File: src/hw/rtl/cgn_pkg.sv
// ----------------------------------------------------------------------------
// cgn_pkg: shared definitions of the combined gradient noise unit
// Widths, register indexes, command codes, pipeline control types and the
// rounding helper used by several stages of the noise datapath.
// ----------------------------------------------------------------------------
package cgn_pkg;

   localparam int NUM_LAYERS        = 4;
   localparam int MAX_CELLS         = 63;
   localparam int CORNERS_PER_LAYER = 4096;
   localparam int STORE_DEPTH       = NUM_LAYERS * CORNERS_PER_LAYER;
   localparam int STORE_AW          = $clog2(STORE_DEPTH);

   localparam int LAYER_W   = 2;
   localparam int CORNER_W  = 12;
   localparam int GRAD_W    = 16;
   localparam int ENTRY_W   = 2 * GRAD_W;
   localparam int COORD_W   = 18;
   localparam int NOISE_W   = 20;
   localparam int COUNT_W   = 3;
   localparam int SETUP_W   = 48;
   localparam int SCALE_W   = 16;
   localparam int CSR_IDX_W = 3;
   localparam int CSR_DAT_W = 48;

   localparam int CELL_W = $clog2(MAX_CELLS + 1);
   localparam int ROW_W  = $clog2(MAX_CELLS + 2);
   localparam int POS_W  = COORD_W + ROW_W;
   localparam int FRAC_W = 18;
   localparam int ONE_Q16 = 65536;

   localparam logic [CSR_IDX_W-1:0] CSR_LAYER_COUNT = 3'd0;
   localparam logic [CSR_IDX_W-1:0] CSR_SETUP0      = 3'd1;
   localparam logic [CSR_IDX_W-1:0] CSR_SETUP1      = 3'd2;
   localparam logic [CSR_IDX_W-1:0] CSR_SETUP2      = 3'd3;
   localparam logic [CSR_IDX_W-1:0] CSR_SETUP3      = 3'd4;
   localparam logic [CSR_IDX_W-1:0] CSR_SCALE       = 3'd5;

   localparam logic [COUNT_W-1:0] RST_LAYER_COUNT = 3'd1;
   localparam logic [SETUP_W-1:0] RST_SETUP       = 48'd257;
   localparam logic [SCALE_W-1:0] RST_SCALE       = 16'd23757;

   localparam logic CMD_WRITE = 1'b0;
   localparam logic CMD_EVAL  = 1'b1;

   localparam int NOISE_MAX = 524287;
   localparam int NOISE_MIN = -524288;

   typedef struct packed {
      logic                      command;
      logic [LAYER_W-1:0]        layer_index;
      logic [CORNER_W-1:0]       corner_index;
      logic signed [GRAD_W-1:0]  gradient_x;
      logic signed [GRAD_W-1:0]  gradient_y;
      logic signed [COORD_W-1:0] coord_x;
      logic signed [COORD_W-1:0] coord_y;
   } req_item_type;

   // Control word that travels with every operation down the pipeline.
   typedef struct packed {
      logic               valid;
      logic               is_write;
      logic               first;
      logic               last;
      logic               has_layer;
      logic               live;
      logic [LAYER_W-1:0] layer;
   } op_ctrl_type;

   typedef struct packed {
      logic                          re;
      logic                          we;
      logic [STORE_AW-1:0]           waddr;
      logic [ENTRY_W-1:0]            wdata;
      logic [3:0][STORE_AW-1:0]      raddr;
   } mem_req_type;

   // Round half up then floor, i.e. (v + 2^(sh-1)) >>> sh.
   function automatic logic signed [47:0] rnd_shift(input logic signed [47:0] v,
                                                    input int unsigned sh);
      logic signed [47:0] half;
      half = 48'sd1 <<< (sh - 1);
      return (v + half) >>> sh;
   endfunction

   function automatic logic [CELL_W-1:0] sat_cells(input logic [7:0] n);
      logic [CELL_W-1:0] r;
      if (32'(n) > MAX_CELLS) r = CELL_W'(MAX_CELLS);
      else r = CELL_W'(n);
      return r;
   endfunction

endpackage

File: src/hw/rtl/cgn_front.sv
// ----------------------------------------------------------------------------
// cgn_front: layer sequencer and corner address generation
// Issues one operation per layer for a point, or one for a write, places the
// point on the layer grid and forms the four corner addresses or the gradient write.
// ----------------------------------------------------------------------------
module cgn_front import cgn_pkg::*; (
   input  logic                      clock,
   input  logic                      reset,
   input  logic                      advance,
   input  logic                      accept,
   input  req_item_type              item,
   input  logic [COUNT_W-1:0]        layer_count,
   input  logic [SETUP_W-1:0]        setup [NUM_LAYERS],
   output logic                      can_take,
   output mem_req_type               mem_req,
   output op_ctrl_type               ctrl_c,
   output logic signed [FRAC_W-1:0]  fx_c,
   output logic signed [FRAC_W-1:0]  fy_c
);

   // Stage A: sequencer
   logic               a_valid_ff, a_valid_in;
   logic [LAYER_W-1:0] a_layer_ff, a_layer_in;
   logic [COUNT_W-1:0] a_n_ff;
   req_item_type       a_item_ff;
   logic [COUNT_W-1:0] n_eff;
   logic               a_last;
   logic [SETUP_W-1:0] setup_a;
   logic [CELL_W-1:0]  nx_a, ny_a;
   logic signed [POS_W-1:0] px_a, py_a;
   op_ctrl_type        ctrl_a;
   logic               wr_ok_a;

   always_comb begin
      if (32'(layer_count) > NUM_LAYERS) n_eff = COUNT_W'(NUM_LAYERS);
      else n_eff = layer_count;
      a_last = (a_item_ff.command == CMD_WRITE) || (32'(a_layer_ff) + 1 >= 32'(a_n_ff));
      can_take = !a_valid_ff || a_last;
      a_valid_in = a_valid_ff;
      a_layer_in = a_layer_ff;
      if (advance) begin
         if (a_valid_ff && !a_last) begin
            a_layer_in = a_layer_ff + 1'b1;
         end else if (accept) begin
            a_valid_in = 1'b1;
            a_layer_in = '0;
         end else begin
            a_valid_in = 1'b0;
         end
      end
   end

   always_ff @(posedge clock) begin
      if (reset) begin
         a_valid_ff <= 1'b0;
         a_layer_ff <= '0;
      end else begin
         a_valid_ff <= a_valid_in;
         a_layer_ff <= a_layer_in;
      end
      if (advance && accept && can_take) begin
         a_item_ff <= item;
         a_n_ff    <= n_eff;
      end
   end

   always_comb begin
      setup_a = setup[a_layer_ff];
      nx_a = sat_cells(setup_a[7:0]);
      ny_a = sat_cells(setup_a[15:8]);
      px_a = a_item_ff.coord_x * $signed({1'b0, nx_a});
      py_a = a_item_ff.coord_y * $signed({1'b0, ny_a});
      ctrl_a.valid     = a_valid_ff;
      ctrl_a.is_write  = (a_item_ff.command == CMD_WRITE);
      ctrl_a.first     = (a_layer_ff == '0);
      ctrl_a.last      = a_last;
      ctrl_a.has_layer = (a_n_ff != '0);
      ctrl_a.live      = 1'b0;
      ctrl_a.layer     = a_layer_ff;
      wr_ok_a = (32'(a_item_ff.layer_index) < NUM_LAYERS)
             && (32'(a_item_ff.corner_index) < CORNERS_PER_LAYER);
   end

   // Stage B: cell and fraction
   op_ctrl_type             ctrl_b_ff;
   logic signed [POS_W-1:0] px_b_ff, py_b_ff;
   logic [CELL_W-1:0]       nx_b_ff, ny_b_ff;
   logic                    wr_ok_b_ff;
   logic [STORE_AW-1:0]     waddr_b_ff;
   logic [ENTRY_W-1:0]      wdata_b_ff;
   logic signed [POS_W-1:0] cx_b, cy_b;
   logic signed [POS_W-1:0] fx_full, fy_full;
   logic                    okx_b, oky_b, fit_b;
   op_ctrl_type             ctrl_b;

   always_ff @(posedge clock) begin
      if (reset) begin
         ctrl_b_ff <= '0;
      end else if (advance) begin
         ctrl_b_ff <= ctrl_a;
      end
      if (advance) begin
         px_b_ff    <= px_a;
         py_b_ff    <= py_a;
         nx_b_ff    <= nx_a;
         ny_b_ff    <= ny_a;
         wr_ok_b_ff <= wr_ok_a;
         waddr_b_ff <= {a_item_ff.layer_index, a_item_ff.corner_index};
         wdata_b_ff <= {a_item_ff.gradient_y, a_item_ff.gradient_x};
      end
   end

   always_comb begin
      // Truncation toward zero, as an integer cast does.
      cx_b = (px_b_ff + (px_b_ff[POS_W-1] ? POS_W'(ONE_Q16 - 1) : POS_W'(0))) >>> 16;
      cy_b = (py_b_ff + (py_b_ff[POS_W-1] ? POS_W'(ONE_Q16 - 1) : POS_W'(0))) >>> 16;
      fx_full = px_b_ff - (cx_b <<< 16);
      fy_full = py_b_ff - (cy_b <<< 16);
      okx_b = !cx_b[POS_W-1] && (cx_b[POS_W-2:0] < (POS_W-1)'(nx_b_ff));
      oky_b = !cy_b[POS_W-1] && (cy_b[POS_W-2:0] < (POS_W-1)'(ny_b_ff));
      fit_b = (32'(ny_b_ff) + 1) * (32'(nx_b_ff) + 1) <= CORNERS_PER_LAYER;
      ctrl_b = ctrl_b_ff;
      ctrl_b.live = ctrl_b_ff.has_layer && okx_b && oky_b && fit_b;
   end

   // Stage C: corner addresses and memory access
   logic [CELL_W-1:0]   cx_c_ff, cy_c_ff;
   logic [ROW_W-1:0]    row_c_ff;
   logic                wr_ok_c_ff;
   logic [STORE_AW-1:0] waddr_c_ff;
   logic [ENTRY_W-1:0]  wdata_c_ff;
   logic [CORNER_W-1:0] base_c, base_r;

   always_ff @(posedge clock) begin
      if (reset) begin
         ctrl_c <= '0;
      end else if (advance) begin
         ctrl_c <= ctrl_b;
      end
      if (advance) begin
         fx_c       <= fx_full[FRAC_W-1:0];
         fy_c       <= fy_full[FRAC_W-1:0];
         cx_c_ff    <= cx_b[CELL_W-1:0];
         cy_c_ff    <= cy_b[CELL_W-1:0];
         row_c_ff   <= ROW_W'(32'(nx_b_ff) + 1);
         wr_ok_c_ff <= wr_ok_b_ff;
         waddr_c_ff <= waddr_b_ff;
         wdata_c_ff <= wdata_b_ff;
      end
   end

   always_comb begin
      base_c = CORNER_W'(32'(cy_c_ff) * 32'(row_c_ff) + 32'(cx_c_ff));
      base_r = base_c + CORNER_W'(row_c_ff);
      mem_req.re       = advance;
      mem_req.we       = advance && ctrl_c.valid && ctrl_c.is_write && wr_ok_c_ff;
      mem_req.waddr    = waddr_c_ff;
      mem_req.wdata    = wdata_c_ff;
      mem_req.raddr[0] = {ctrl_c.layer, base_c};
      mem_req.raddr[1] = {ctrl_c.layer, base_c + 1'b1};
      mem_req.raddr[2] = {ctrl_c.layer, base_r};
      mem_req.raddr[3] = {ctrl_c.layer, base_r + 1'b1};
   end

endmodule

File: config.mk
export PLATFORM = sky130hd
export DESIGN_NAME = cgn_front
export DESIGN_NICKNAME = d
export VERILOG_FILES = /design/src/hw/rtl/cgn_pkg.sv /design/src/hw/rtl/cgn_front.sv
export SDC_FILE = /design/constraint.sdc
export NUM_CORES = 1
export LEC_CHECK = 0
export ABC_AREA = 1
export BUFFER_PORTS_ARGS = -buffer_cell sky130_fd_sc_hd__buf_2
export CAP_MARGIN = 0
export CORE_MARGIN = 2
export CORE_UTILIZATION = 38
export DETAILED_ROUTE_END_ITERATION = 8
export HOLD_SLACK_MARGIN = 0.02
export SLEW_MARGIN = 20
export SYNTH_ARGS = -nofsm -noshare
export SYNTH_HDL_FRONTEND = slang
export SYNTH_SLANG_ARGS = --single-unit
export TNS_END_PERCENT = 20
File: constraint.sdc
create_clock -name clock -period 6.02 [get_ports clock]
set_input_delay 0.602 -clock clock [delete_from_list [all_inputs] [get_ports clock]]
set_output_delay 0.602 -clock clock [all_outputs]
set_load 0.02 [all_outputs]
==> flow_summary.json <==
{
  "status": "finished with violations",
  "violations": "setup timing",
  "timing.final.crit_period_ns": 6.07,
  "worstSetupEndpointType": "output port",
  "insertion_delay_of_the_later_clocked_pin_in_the_worst_skew_pair_ns": 0.57,
  "synth-seq-cells": 313,
  "place_congestion": 0.854,
  "routed_vias": 17800,
  "floorplan.die.height_microns": 258,
  "clock_skew_ns": 0.0239,
  "timing_worst_slew_pin_value_ns": 1.05,
  "drv_slew": 0,
  "clkTransAtPathRegs_ns": 0.06,
  "drt_first_pass_iters": 5,
  "crit-reg2reg-launch": "a_layer_ff[1]$_SDFFE_PP0P_",
  "async_flop_share_pct": 0,
  "core-area_sq_mm": 0.0641,
  "register_to_register_setup_slack_ns": 0.43,
  "grt_pass1_vias": 18300,
  "cap_violations": 0,
  "postSynth.topFlopCell": "sky130_fd_sc_hd__edfxtp_1",
  "netlist-cell-type-count": 49,
  "synth_top_area_share_pct": 36.2,
  "post-route-worst-setup-slack_ns": -0.0486,
  "maxSlewHeadroom_pct": 30.2,
  "dominant_cells_by_area_after_synthesis": "sky130_fd_sc_hd__edfxtp_1, sky130_fd_sc_hd__fa_1, sky130_fd_sc_hd__ha_1",
  "syn-mean-instance-area_sq_um": 9.26,
  "pin_count": 431,
  "placement.io_buffers": 302,
  "seq_area_frac_synth_pct": 37.6,
  "start_kind": "flop",
  "timing.critical_path.required_ns": 5.42,
  "cts_htree_levels": 2,
  "setup_viol": 3,
  "path_class": "reg -> out",
  "start_util_pct": 38.2,
  "global_route_wire_length_before_repair_microns": 90700,
  "reg2reg_depth": 20,
  "synth.cell_area_sq_mm": 0.0245,
  "antenna_cells_inserted": 0,
  "grt_start_max_net_pins": 84,
  "synth_fp_nets": 3349,
  "initialDrtViolationCount": 969,
  "rr_endpoint": "py_b_ff[24]$_DFFE_PP_",
  "syn_to_final_growth_pct": 17.6,
  "number_of_antenna_violations_at_the_first_check_in_global_routing": 5,
  "worstHoldPathCells": 1,
  "synthesis.instances": 2645,
  "report.final.hold_viol_count": 0,
  "path_max_fanout": 5,
  "ranking_of_synthesized_cells_by_instance_count": "sky130_fd_sc_hd__nand2_1, sky130_fd_sc_hd__inv_1, sky130_fd_sc_hd__edfxtp_1",
  "post_drt_via_cell_ratio": 4.56,
  "clock_tree.root_cell": "sky130_fd_sc_hd__clkbuf_16",
  "globalRouteOverflowTotal": 0,
  "num-nets-final": 3720,
  "crit_arrival_ns": 5.47,
  "synthesis_warnings": 0,
  "std_cell_rows": 93,
  "detailed_placement_hpwl_microns": 43500,
  "tritoncts": "yes",
  "grtUsageTotal_pct": 16.7,
  "final-seq-area_sq_mm": 0.00922,
  "hp-start": "item[62]",
  "timing.fmax_ghz": 0.165,
  "cts_inserted_buffers": 38,
  "post-synth-top-count-cell": "sky130_fd_sc_hd__nand2_1",
  "period_share_pct": 101,
  "drt.antenna.violating_nets": 0,
  "yosysTopAreaCell": "sky130_fd_sc_hd__edfxtp_1",
  "die-area_sq_mm": 0.0665,
  "pre_cts_ws_ns": 0.0569,
  "routedWlPerCell_microns": 13.8,
  "grt_setup_unrepaired": "true",
  "cts_hold_repair.buffers": 0,
  "drcViolationCount": 0,
  "holdPathEnd": "a_item_ff[62]$_DFFE_PP_",
  "numClockSinks": 313,
  "multiInputGateArea_sq_mm": 0.0130,
  "clk_path_buf_depth": 3,
  "num-fill-cells": 6214,
  "drive_gt1_share_pct": 15.9,
  "routed_wirelength_microns": 54000,
  "timing.hold.worst.class": "in -> reg",
  "synth_enable_flop_cells": 295,
  "die_width_microns": 258
}
-- area by class of cell --
type,count,share of cell area [%]
multi-input cells,1707,45.1
flip-flops and latches,313,32.0
inverters,587,7.66
repair buffers,369,7.19
well taps,855,3.71
clock buffers,47,3.56
clock inverters,23,0.769
-- state kept, by name, indices dropped and copies added (netlist names), 6 cells and up --
name and count:
wdata_b_ff 32, fx_c 18, cx_c_ff 6, py_b_ff 25, cy_c_ff 6, waddr_b_ff 14, fy_c 18, ny_b_ff 6
ctrl_b 7, a_item_ff 83, ctrl_c 8, wdata_c_ff 32, px_b_ff 25, waddr_c_ff 14, row_c_ff 7, nx_b_ff 6
-- worst max-delay path by stage --
stage,slack [ns],startpoint,depth (start not counted),endpoint
2_1_floorplan,0.04,row_c_ff[3]$_DFFE_PP_,25,mem_req[53]
3_3_place_gp,0.08,row_c_ff[3]$_DFFE_PP_,27,mem_req[53]
3_5_place_dp,0.06,row_c_ff[3]$_DFFE_PP_,27,mem_req[53]
4_1_cts,-0.12,row_c_ff[5]$_DFFE_PP_,27,mem_req[53]
5_1_grt,-0.34,cy_c_ff[2]$_DFFE_PP_,27,mem_req[53]
6_report,-0.05,cy_c_ff[0]$_DFFE_PP_,26,mem_req[52]
-- per-stage QoR --
| step | cells | area (sq um) | util [%] | TNS [ns] | hold WS (ns) |
|---|---|---|---|---|---|
| after floorplan | 2645 | 24500 | - | 0 | 0.400 |
| after global placement | 3811 | 27200 | 42.5 | 0 | 0.400 |
| final | 3901 | 28800 | 44.9 | -0.105 | 0.201 |
| after CTS | 3898 | 28700 | 44.8 | -0.352 | 0.151 |
| after global routing | 3901 | 28800 | 44.9 | -1.56 | 0.159 |
| after detailed placement | 3811 | 27200 | 42.5 | 0 | 0.405 |
-- what timing repair did --
item | in CTS | in global routing
gates resized for setup | 13 | 31
buffers inserted | 17 | 7
pin swaps | 18 | 22
endpoints found under the setup margin | 9 | 22
-- critical path: stages (launching register included) --
cell and delay (ns):
sky130_fd_sc_hd__edfxtp_1 0.39, sky130_fd_sc_hd__nand2_1 0.09, sky130_fd_sc_hd__inv_2 0.04, sky130_fd_sc_hd__fa_1 0.56
sky130_fd_sc_hd__inv_2 0.04, sky130_fd_sc_hd__fa_1 0.50, sky130_fd_sc_hd__inv_1 0.05, sky130_fd_sc_hd__fa_1 0.49
sky130_fd_sc_hd__inv_1 0.05, sky130_fd_sc_hd__fa_1 0.48, sky130_fd_sc_hd__inv_2 0.05, sky130_fd_sc_hd__ha_4 0.23
sky130_fd_sc_hd__a21o_1 0.19, sky130_fd_sc_hd__a21oi_2 0.15, sky130_fd_sc_hd__xnor2_2 0.11, sky130_fd_sc_hd__ha_4 0.31
sky130_fd_sc_hd__nand2_1 0.05, sky130_fd_sc_hd__nor2_1 0.13, sky130_fd_sc_hd__a21oi_2 0.08, sky130_fd_sc_hd__buf_4 0.15
sky130_fd_sc_hd__xor2_4 0.18, sky130_fd_sc_hd__nor2_2 0.18, sky130_fd_sc_hd__nand3_1 0.10, sky130_fd_sc_hd__nand3_1 0.08
sky130_fd_sc_hd__nand2_1 0.05, sky130_fd_sc_hd__inv_1 0.04, sky130_fd_sc_hd__buf_2 0.15
-- cells by family (layout without fill, tap and decap cells) --
group,Yosys count,in the layout,synth area share (%)
fa+ha+maj,422,422,27.6
buf+inv,625,1026,9.84
flops,313,313,37.6
xor+xnor,102,102,3.86
compound gates,224,224,5.23
simple gates,959,959,15.8
-- layer usage --
layer | global-route usage, % | vias up | part of all wire, %
met3 | 2.96 | 71 | 4.9
met5 | 0 | - | 0.078
li1 | - | 9069 | -
met1 | 22.6 | 8286 | 47
met4 | 3.92 | 8 | 1.8
met2 | 27.9 | 357 | 46
-- cell usage in the layout (no fill, tap or decap), types with 4 or more instances in the layout --
master and instances:
sky130_fd_sc_hd__xnor2_1 38, sky130_fd_sc_hd__nor3_1 11, sky130_fd_sc_hd__o21bai_1 8, sky130_fd_sc_hd__buf_6 8, sky130_fd_sc_hd__nor2_1 215, sky130_fd_sc_hd__dfxtp_1 18
sky130_fd_sc_hd__o211ai_1 5, sky130_fd_sc_hd__buf_4 66, sky130_fd_sc_hd__a21o_1 6, sky130_fd_sc_hd__ha_1 221, sky130_fd_sc_hd__clkbuf_16 39, sky130_fd_sc_hd__buf_2 294
sky130_fd_sc_hd__clkbuf_1 6, sky130_fd_sc_hd__o21ai_0 55, sky130_fd_sc_hd__fa_1 198, sky130_fd_sc_hd__clkinv_2 4, sky130_fd_sc_hd__edfxtp_1 295, sky130_fd_sc_hd__clkinv_1 9
sky130_fd_sc_hd__nand3_1 63, sky130_fd_sc_hd__nand2_1 599, sky130_fd_sc_hd__o31ai_1 4, sky130_fd_sc_hd__o21a_1 4, sky130_fd_sc_hd__nand2_2 9, sky130_fd_sc_hd__nand4_1 27
sky130_fd_sc_hd__a32o_1 8, sky130_fd_sc_hd__a31oi_1 8, sky130_fd_sc_hd__inv_1 573, sky130_fd_sc_hd__inv_2 10, sky130_fd_sc_hd__a21oi_1 107, sky130_fd_sc_hd__xor2_1 58
sky130_fd_sc_hd__xor2_4 4, sky130_fd_sc_hd__nor4_1 6, sky130_fd_sc_hd__nor2_2 10, sky130_fd_sc_hd__nand3b_1 5, sky130_fd_sc_hd__clkinvlp_4 4, sky130_fd_sc_hd__a21oi_2 7
Power is not shown: default switching activity piles up to over one toggle a cycle in this logic, so the estimate is an artifact.
